--- config.mk ---
export PLATFORM = sky130hd
export DESIGN_NAME = ir_pulse_frame_decoder_core
export DESIGN_NICKNAME = d
export VERILOG_FILES = /design/src/sv/irpfd_pkg.sv /design/src/sv/irpfd_front.sv /design/src/sv/irpfd_queue.sv /design/src/sv/irpfd_back.sv /design/src/sv/ir_pulse_frame_decoder_core.sv
export SDC_FILE = /design/constraint.sdc
export NUM_CORES = 1
export LEC_CHECK = 0
export BUFFER_PORTS_ARGS = -buffer_cell sky130_fd_sc_hd__buf_2
export CAP_MARGIN = 20
export CORE_MARGIN = 8
export CORE_UTILIZATION = 60
export DETAILED_ROUTE_END_ITERATION = 8
export GPL_TIMING_DRIVEN = 0
export PLACE_DENSITY = 0.85
export SETUP_SLACK_MARGIN = 0.05
export SYNTH_ARGS = -nofsm -noshare
export SYNTH_HDL_FRONTEND = slang
export SYNTH_SLANG_ARGS = --single-unit
--- constraint.sdc ---
create_clock -name clk -period 10.8 [get_ports clk]
set_input_delay 2.16 -clock clk [delete_from_list [all_inputs] [get_ports clk]]
set_output_delay 2.16 -clock clk [all_outputs]
set_load 0.02 [all_outputs]
--- src/sv/irpfd_pkg.sv ---
package irpfd_pkg;

	localparam int TICK_WIDTH   = 20;
	localparam int FRAME_BITS   = 16;
	localparam int NIBBLE_W     = 4;
	localparam int NIBBLES      = FRAME_BITS / NIBBLE_W;
	localparam int BIT_POS_W    = $clog2(FRAME_BITS);
	localparam int NUM_REGS     = 6;
	localparam int CFG_INDEX_W  = 3;
	localparam int QUEUE_DEPTH  = 2;
	localparam int QUEUE_PTR_W  = $clog2(QUEUE_DEPTH);
	localparam int QUEUE_CNT_W  = $clog2(QUEUE_DEPTH + 1);

	localparam logic [BIT_POS_W-1:0] BIT_POS_TOP = BIT_POS_W'(FRAME_BITS - 1);

	typedef logic [TICK_WIDTH-1:0] tick_t;
	typedef logic [NIBBLE_W-1:0]   nibble_t;

	// configuration register indexes
	typedef enum logic [CFG_INDEX_W-1:0] {
		REG_ONE_MIN   = 3'd0,
		REG_ONE_MAX   = 3'd1,
		REG_TWO_MIN   = 3'd2,
		REG_TWO_MAX   = 3'd3,
		REG_THREE_MIN = 3'd4,
		REG_THREE_MAX = 3'd5
	} reg_index_t;

	localparam tick_t ONE_MIN_RST   = TICK_WIDTH'(3000);
	localparam tick_t ONE_MAX_RST   = TICK_WIDTH'(7000);
	localparam tick_t TWO_MIN_RST   = TICK_WIDTH'(8000);
	localparam tick_t TWO_MAX_RST   = TICK_WIDTH'(12000);
	localparam tick_t THREE_MIN_RST = TICK_WIDTH'(13000);
	localparam tick_t THREE_MAX_RST = TICK_WIDTH'(17000);

	// pulse classes, in priority order
	typedef enum logic [1:0] {
		CLS_HEADER = 2'd0,
		CLS_ONE    = 2'd1,
		CLS_ZERO   = 2'd2,
		CLS_OTHER  = 2'd3
	} pulse_class_t;

	// one classified pulse waiting in the queue
	typedef struct packed {
		logic         valid;
		pulse_class_t cls;
	} queue_item_t;

	typedef struct packed {
		logic    header_active;
		logic    error_active;
		logic    frame_valid;
		logic    frame_bad;
		nibble_t robot_number;
		nibble_t speed_value;
		nibble_t status_value;
	} result_t;

endpackage

--- src/sv/irpfd_front.sv ---
module irpfd_front
	import irpfd_pkg::*;
(
	input  logic                   clk,
	input  logic                   arst_n,
	input  logic                   cfg_wr_en,
	input  logic [CFG_INDEX_W-1:0] cfg_index,
	input  tick_t                  cfg_data,
	input  tick_t                  high_ticks,
	input  tick_t                  period_ticks,
	output pulse_class_t           cls
);

	tick_t one_min_q, one_max_q, two_min_q, two_max_q, three_min_q, three_max_q;
	logic  h1, h2, p2, p3;

	always_ff @(posedge clk or negedge arst_n) begin
		if (!arst_n) begin
			one_min_q   <= ONE_MIN_RST;
			one_max_q   <= ONE_MAX_RST;
			two_min_q   <= TWO_MIN_RST;
			two_max_q   <= TWO_MAX_RST;
			three_min_q <= THREE_MIN_RST;
			three_max_q <= THREE_MAX_RST;
		end else if (cfg_wr_en) begin
			case (cfg_index)
				REG_ONE_MIN:   one_min_q   <= cfg_data;
				REG_ONE_MAX:   one_max_q   <= cfg_data;
				REG_TWO_MIN:   two_min_q   <= cfg_data;
				REG_TWO_MAX:   two_max_q   <= cfg_data;
				REG_THREE_MIN: three_min_q <= cfg_data;
				REG_THREE_MAX: three_max_q <= cfg_data;
				default: ;
			endcase
		end
	end

	// inclusive windows; an inverted window matches nothing
	assign h1 = (high_ticks   >= one_min_q)   && (high_ticks   <= one_max_q);
	assign h2 = (high_ticks   >= two_min_q)   && (high_ticks   <= two_max_q);
	assign p2 = (period_ticks >= two_min_q)   && (period_ticks <= two_max_q);
	assign p3 = (period_ticks >= three_min_q) && (period_ticks <= three_max_q);

	always_comb begin
		if (h1 && p2)
			cls = CLS_HEADER;
		else if (p3 && h2)
			cls = CLS_ONE;
		else if (p3 && h1)
			cls = CLS_ZERO;
		else
			cls = CLS_OTHER;
	end

endmodule

--- src/sv/irpfd_queue.sv ---
module irpfd_queue
	import irpfd_pkg::*;
(
	input  logic         clk,
	input  logic         arst_n,
	input  logic         push,
	input  pulse_class_t push_cls,
	output logic         not_full,
	input  logic         pop,
	output queue_item_t  head
);

	pulse_class_t           mem_q [QUEUE_DEPTH];
	logic [QUEUE_PTR_W-1:0] wr_ptr_q, rd_ptr_q;
	logic [QUEUE_CNT_W-1:0] count_q;

	assign not_full   = (count_q != QUEUE_CNT_W'(QUEUE_DEPTH));
	assign head.valid = (count_q != '0);
	assign head.cls   = mem_q[rd_ptr_q];

	always_ff @(posedge clk) begin
		if (push)
			mem_q[wr_ptr_q] <= push_cls;
	end

	always_ff @(posedge clk or negedge arst_n) begin
		if (!arst_n) begin
			wr_ptr_q <= '0;
			rd_ptr_q <= '0;
			count_q  <= '0;
		end else begin
			if (push)
				wr_ptr_q <= (wr_ptr_q == QUEUE_PTR_W'(QUEUE_DEPTH - 1)) ? '0 : wr_ptr_q + 1'b1;
			if (pop)
				rd_ptr_q <= (rd_ptr_q == QUEUE_PTR_W'(QUEUE_DEPTH - 1)) ? '0 : rd_ptr_q + 1'b1;
			if (push && !pop)
				count_q <= count_q + 1'b1;
			else if (pop && !push)
				count_q <= count_q - 1'b1;
		end
	end

endmodule

--- src/sv/irpfd_back.sv ---
module irpfd_back
	import irpfd_pkg::*;
(
	input  logic        clk,
	input  logic        arst_n,
	input  queue_item_t head,
	output logic        pop,
	output logic        res_valid,
	input  logic        res_ready,
	output result_t     res
);

	logic [BIT_POS_W-1:0]  bit_pos_q, bit_pos_n;
	logic [FRAME_BITS-1:0] frame_q, frame_n, frame_upd;
	logic                  error_q, error_n, header_q, header_n;
	logic                  out_valid_q;
	result_t               res_q, res_n;
	nibble_t               sum;

	assign pop = head.valid && (!out_valid_q || res_ready);

	always_comb begin
		frame_upd            = frame_q;
		frame_upd[bit_pos_q] = (head.cls == CLS_ONE);
		sum = '0;
		for (int i = 0; i < NIBBLES; i++)
			sum = sum + frame_upd[i*NIBBLE_W +: NIBBLE_W];
	end

	always_comb begin
		bit_pos_n = bit_pos_q;
		frame_n   = frame_q;
		error_n   = error_q;
		header_n  = header_q;
		res_n     = '0;
		case (head.cls)
			CLS_HEADER: begin
				bit_pos_n = BIT_POS_TOP;
				header_n  = 1'b1;
				error_n   = 1'b0;
			end
			CLS_ONE, CLS_ZERO: begin
				if (!error_q) begin
					if (bit_pos_q == '0) begin
						// last bit: check the nibble sum and wait for a new header
						bit_pos_n = BIT_POS_TOP;
						frame_n   = '0;
						header_n  = 1'b0;
						error_n   = 1'b1;
						if (sum == '0) begin
							res_n.frame_valid  = 1'b1;
							res_n.robot_number = frame_upd[FRAME_BITS-1 -: NIBBLE_W];
							res_n.speed_value  = frame_upd[FRAME_BITS-1-NIBBLE_W -: NIBBLE_W];
							res_n.status_value = frame_upd[FRAME_BITS-1-2*NIBBLE_W -: NIBBLE_W];
						end else begin
							res_n.frame_bad = 1'b1;
						end
					end else begin
						bit_pos_n = bit_pos_q - 1'b1;
						frame_n   = frame_upd;
					end
				end else begin
					bit_pos_n = BIT_POS_TOP;
					frame_n   = '0;
					header_n  = 1'b0;
					error_n   = 1'b1;
				end
			end
			default: begin
				bit_pos_n = BIT_POS_TOP;
				frame_n   = '0;
				header_n  = 1'b0;
				error_n   = 1'b1;
			end
		endcase
		res_n.header_active = header_n;
		res_n.error_active  = error_n;
	end

	always_ff @(posedge clk or negedge arst_n) begin
		if (!arst_n) begin
			bit_pos_q   <= BIT_POS_TOP;
			frame_q     <= '0;
			error_q     <= 1'b1;
			header_q    <= 1'b0;
			out_valid_q <= 1'b0;
		end else begin
			if (pop) begin
				bit_pos_q <= bit_pos_n;
				frame_q   <= frame_n;
				error_q   <= error_n;
				header_q  <= header_n;
			end
			if (pop)
				out_valid_q <= 1'b1;
			else if (res_ready)
				out_valid_q <= 1'b0;
		end
	end

	always_ff @(posedge clk) begin
		if (pop)
			res_q <= res_n;
	end

	assign res_valid = out_valid_q;
	assign res       = res_q;

endmodule

--- src/sv/ir_pulse_frame_decoder_core.sv ---
// Path: a pulse accepted into the class queue is popped by the back end, which registers its result.
// Throughput: one pulse per cycle while out_ready stays high; while a result waits to be taken, the
// two-entry class queue takes up to two more beats before the input side stalls.
// Reset (arst_n low, asynchronous): queue empty, no result pending, windows back to their
// defaults, bit position at the top bit, frame cleared, error flag set, header flag clear.
module ir_pulse_frame_decoder_core
	import irpfd_pkg::*;
(
	input  logic                   clk,
	input  logic                   arst_n,
	input  logic                   cfg_wr_en,
	input  logic [CFG_INDEX_W-1:0] cfg_index,
	input  tick_t                  cfg_data,
	input  logic                   in_valid,
	output logic                   in_ready,
	input  tick_t                  high_ticks,
	input  tick_t                  period_ticks,
	output logic                   out_valid,
	input  logic                   out_ready,
	output logic                   header_active,
	output logic                   error_active,
	output logic                   frame_valid,
	output logic                   frame_bad,
	output nibble_t                robot_number,
	output nibble_t                speed_value,
	output nibble_t                status_value
);

	pulse_class_t cls;
	queue_item_t  head;
	logic         not_full;
	logic         pop;
	result_t      res;

	// Front: hold the window registers and classify each pulse as it is accepted.
	irpfd_front u_front (
		.clk          (clk),
		.arst_n       (arst_n),
		.cfg_wr_en    (cfg_wr_en),
		.cfg_index    (cfg_index),
		.cfg_data     (cfg_data),
		.high_ticks   (high_ticks),
		.period_ticks (period_ticks),
		.cls          (cls)
	);

	// Accept a beat whenever the queue has a free slot.
	assign in_ready = not_full;

	irpfd_queue u_queue (
		.clk      (clk),
		.arst_n   (arst_n),
		.push     (in_valid && in_ready),
		.push_cls (cls),
		.not_full (not_full),
		.pop      (pop),
		.head     (head)
	);

	// Back: advance the frame state one class per cycle while the output is free, and register the result beat.
	irpfd_back u_back (
		.clk       (clk),
		.arst_n    (arst_n),
		.head      (head),
		.pop       (pop),
		.res_valid (out_valid),
		.res_ready (out_ready),
		.res       (res)
	);

	assign header_active = res.header_active;
	assign error_active  = res.error_active;
	assign frame_valid   = res.frame_valid;
	assign frame_bad     = res.frame_bad;
	assign robot_number  = res.robot_number;
	assign speed_value   = res.speed_value;
	assign status_value  = res.status_value;

	// A finished frame is either good or bad, never both.
	a_frame_outcome: assert property (@(posedge clk) disable iff (!arst_n)
		out_valid |-> !(frame_valid && frame_bad))
		else $error("frame marked both valid and bad");

	// Frame end always drops the header and demands a new one.
	a_frame_end_flags: assert property (@(posedge clk) disable iff (!arst_n)
		(out_valid && (frame_valid || frame_bad)) |-> (error_active && !header_active))
		else $error("frame end left header or error flag wrong");

	// Collecting bits and waiting for a header exclude each other.
	a_flags_exclusive: assert property (@(posedge clk) disable iff (!arst_n)
		out_valid |-> !(header_active && error_active))
		else $error("header and error flags both set");

	// Nibble fields stay zero unless the frame checked out.
	a_fields_zero: assert property (@(posedge clk) disable iff (!arst_n)
		(out_valid && !frame_valid) |->
			(robot_number == '0 && speed_value == '0 && status_value == '0))
		else $error("frame fields nonzero without a valid frame");

	// A pending result is not lost: a stalled output beat stays valid.
	a_result_held: assert property (@(posedge clk) disable iff (!arst_n)
		(out_valid && !out_ready) |=> out_valid)
		else $error("pending result dropped");

endmodule
==> impl_metrics.json <==
{
  "die_area_um2": 22400,
  "slowest_delay_ns": 0.45,
  "rsz0062_at_grt": "no",
  "post_cts_buffers": 0,
  "ys_ff_latch": 167,
  "slew_viol_final": 0,
  "fin_tns_setup_ns": 0,
  "drt_drc_violations_left": 0,
  "dp.cells": 1412,
  "rr_endpoint": "u_back.res[1]",
  "drv_cap": 0,
  "hold_class": "flop to flop",
  "max-slew-margin-rel_pct": 54.0,
  "drive_gt1_share_pct": 18.9,
  "synth_warnings": 0,
  "outcome": "finished clean",
  "synth.top_cell.area_share_pct": 24.2,
  "boundaryPins": 86,
  "coreArea_um2": 17800,
  "synthToLayoutAreaGrowth_pct": 12.4,
  "dpl.hpwl_um": 20200,
  "dpl_cell_area_um2": 11500,
  "wl_per_cell_um": 18.1,
  "hold_viol_final": 0,
  "ctsHoldBuffers": 0,
  "rrSetupSlack_ns": 5.79,
  "rows": 49,
  "period_minus_slack_ns": 5.01,
  "ant_nets": 0,
  "grt_pass1_wl_um": 42400,
  "vias": 8562,
  "synth_ff_type": "dfrtp_1",
  "viasPerCell": 5.93,
  "tightest_slew_ns": 0.673,
  "syn_area_um2": 10700,
  "cts_max_path_buffers": 2,
  "io_buffers": 85,
  "clk_pin_slew_worst_paths_ns": 0.07,
  "cts_root_buffer": "clkbuf_16",
  "cp-start-kind": "flop",
  "wl_um": 26100,
  "grt_pass1_vias": 8888,
  "cp_max_fo": 10,
  "critPathRequiredTime_ns": 11.09,
  "finish.instance_area_um2": 12100,
  "r2r_start": "u_queue.rd_ptr_q",
  "antenna_found_initial": 0,
  "finalSetupViolations": 0,
  "p_leak_nw": 5.88,
  "synth_common_cells": "173 x ha_1, 137 x inv_1, 137 x nand2_1",
  "fin_hold_ws_ns": 0.493,
  "critical_path.endpoint_type": "flop",
  "cts_buffers": 17,
  "start_util_pct": 60.4,
  "synth_most_common_cell": "ha_1",
  "grtUsageTotal_pct": 23.8,
  "stdcell_count": 1445,
  "grt_max_degree": 101,
  "clk_latency_ns": 0.43,
  "synth_top_area_cell": "dfrtp_1",
  "worst_slack_ns": 5.79,
  "layout.nets": 1449,
  "syn_avg_cell_area_um2": 9.78,
  "vdd_ir_drop_max_uv": 131,
  "grt_overflow": 0,
  "place_congestion": 0.884,
  "crit_family": "adder cells",
  "ys_top_cells_by_area": "dfrtp_1 24%, ha_1 20%, dfstp_2 11%",
  "critical_path_class": "flop to flop",
  "numClockSinks": 167,
  "skew_ns": 0.00968,
  "synthDistinctLibCells": 58,
  "synth_async_sr_flop_share_pct": 88.0,
  "arrival_ns": 5.30,
  "die_x_um": 150,
  "syn_inst": 1097,
  "dr.pass1.iters": 5,
  "post-place-ws_ns": 5.87,
  "cts_tree": "built",
  "crit_slowest_cell": "fa_1",
  "min_period_over_period_pct": 46.4,
  "post_cts_resized": 0,
  "synth_edf_count": 20,
  "hp-start": "u_back.frame_q[8]",
  "drtIter0Drc": 467,
  "min_to": "u_back.frame_q[8]",
  "powerDensity_nw_per_um2": 178,
  "crit_path_frequent_cell": "ha_1",
  "antenna_cells": 0,
  "cp_cell_sequence": "mux2i_1 > ha_1 > clkbuf_1 > mux2i_1 > xor2_1 > ha_1 > a31oi_1 > o21ai_0 > fa_1 > ha_1 > fa_1 > xnor2_1 > xnor3_1 > xnor2_1 > nor4_2 > nand4_2 > buf_6 > nor2_2",
  "synth_nets": 1343,
  "die_h_um": 150,
  "ys_seq_area_share_pct": 40.4,
  "path_buf_inv": 2,
  "h-tree-depth": 4,
  "fmax_ghz": 0.200,
  "worst_r2r_path_depth": 18,
  "worstHoldPathCells": 2
}
## per-layer routing
metal	up-vias	GRT usage (%)	share of wire [%]
li1	4038	-	-
met1	4140	27.9	41
met2	301	41.2	51
met3	83	3.99	5.0
met4	0	12.2	3.8
met5	-	0	0
## how the worst max path moves through the flow
stage | startpoint | endpoint | slack (ns) | cells past startpoint
floorplan | u_queue.rd_ptr_q | u_back.res[2] | 6.50 | 16
global placement | arst_n | u_back.frame_q[8] | 5.46 | 1
detailed placement | u_queue.rd_ptr_q | u_back.res[1] | 5.87 | 18
CTS | u_queue.rd_ptr_q | u_back.res[1] | 5.80 | 18
global route | u_queue.rd_ptr_q | u_back.res[2] | 5.49 | 18
finish | u_queue.rd_ptr_q | u_back.res[1] | 5.79 | 18
## power by group
group,internal [W],switching [W]
Combinational,0.000286,0.000419
Sequential,0.000797,0.0000522
Clock,0.000319,0.000280
Total,0.00140,0.000751
## sequential cells by signal, indices dropped and copies added, names as in the netlist, 2 cells and up
signal / count
u_back.bit_pos_q: 4
u_queue.mem_q: 4
u_front.three_min_q: 20
u_back.frame_q: 16
u_back.res: 16
u_front.two_min_q: 20
u_front.one_min_q: 20
u_queue.count_q: 2
u_front.three_max_q: 20
u_front.one_max_q: 20
u_front.two_max_q: 20
## through the flow
stage	total power (W)	utilization, %
after floorplan	0.00133	-
after global placement	0.00150	64.4
after detailed placement	0.00155	64.6
after CTS	0.00215	67.8
after global routing	0.00228	67.9
final	0.00215	67.9
## worst register-to-register path, stage by stage, from the launching register on
cell      delay (ns)
dfrtp_1         0.41
mux2i_1         0.37
ha_1            0.34
clkbuf_1        0.40
mux2i_1         0.24
xor2_1          0.22
ha_1            0.21
a31oi_1         0.13
o21ai_0         0.13
fa_1            0.45
ha_1            0.22
fa_1            0.37
xnor2_1         0.20
xnor3_1         0.25
xnor2_1         0.15
nor4_2          0.27
nand4_2         0.23
buf_6           0.21
nor2_2          0.10
## cells in the final DEF (no fill, tap or decap), types with 5 or more instances in the layout
| master | count |
|---|---|
| a21oi_1 | 62 |
| nand4_1 | 20 |
| a211oi_1 | 7 |
| xnor2_1 | 6 |
| edfxtp_1 | 20 |
| o211ai_1 | 5 |
| fa_1 | 5 |
| clkbuf_16 | 18 |
| nand3_1 | 21 |
| a21o_1 | 28 |
| nand2_1 | 137 |
| mux2_2 | 46 |
| o21a_1 | 8 |
| nor3_1 | 9 |
| nor2_1 | 26 |
| inv_6 | 6 |
| dfrtp_1 | 104 |
| inv_1 | 137 |
| o21ai_0 | 113 |
| nand2b_1 | 9 |
| nor2_2 | 10 |
| buf_2 | 87 |
| clkbuf_1 | 24 |
| ha_1 | 173 |
| nor2b_1 | 5 |
| dfstp_2 | 43 |
| o21ai_1 | 6 |
| mux2i_1 | 16 |
## logic make-up (layout without fill, tap and decap cells)
kind of cell	after synthesis	in the layout	share of synthesized area [%]
compound gates	255	255	13.8
xor+xnor	11	11	1.03
fa+ha+maj	178	178	21.1
buf+inv	169	288	6.17
flops	167	167	40.4
mux	62	62	6.32
simple gates	255	255	11.2
## final cells by class
| type | instances | area, um^2 |
|---|---|---|
| flip-flops and latches | 167 | 4330 |
| clock buffers | 18 | 450 |
| well taps | 229 | 287 |
| multi-input cells | 761 | 5740 |
| inverters | 138 | 518 |
| clock inverters | 14 | 125 |
| plain buffers | 31 | 144 |
| repair buffers | 87 | 474 |
| fillers | 1312 | 5710 |
(Power assumes the default switching activity.)
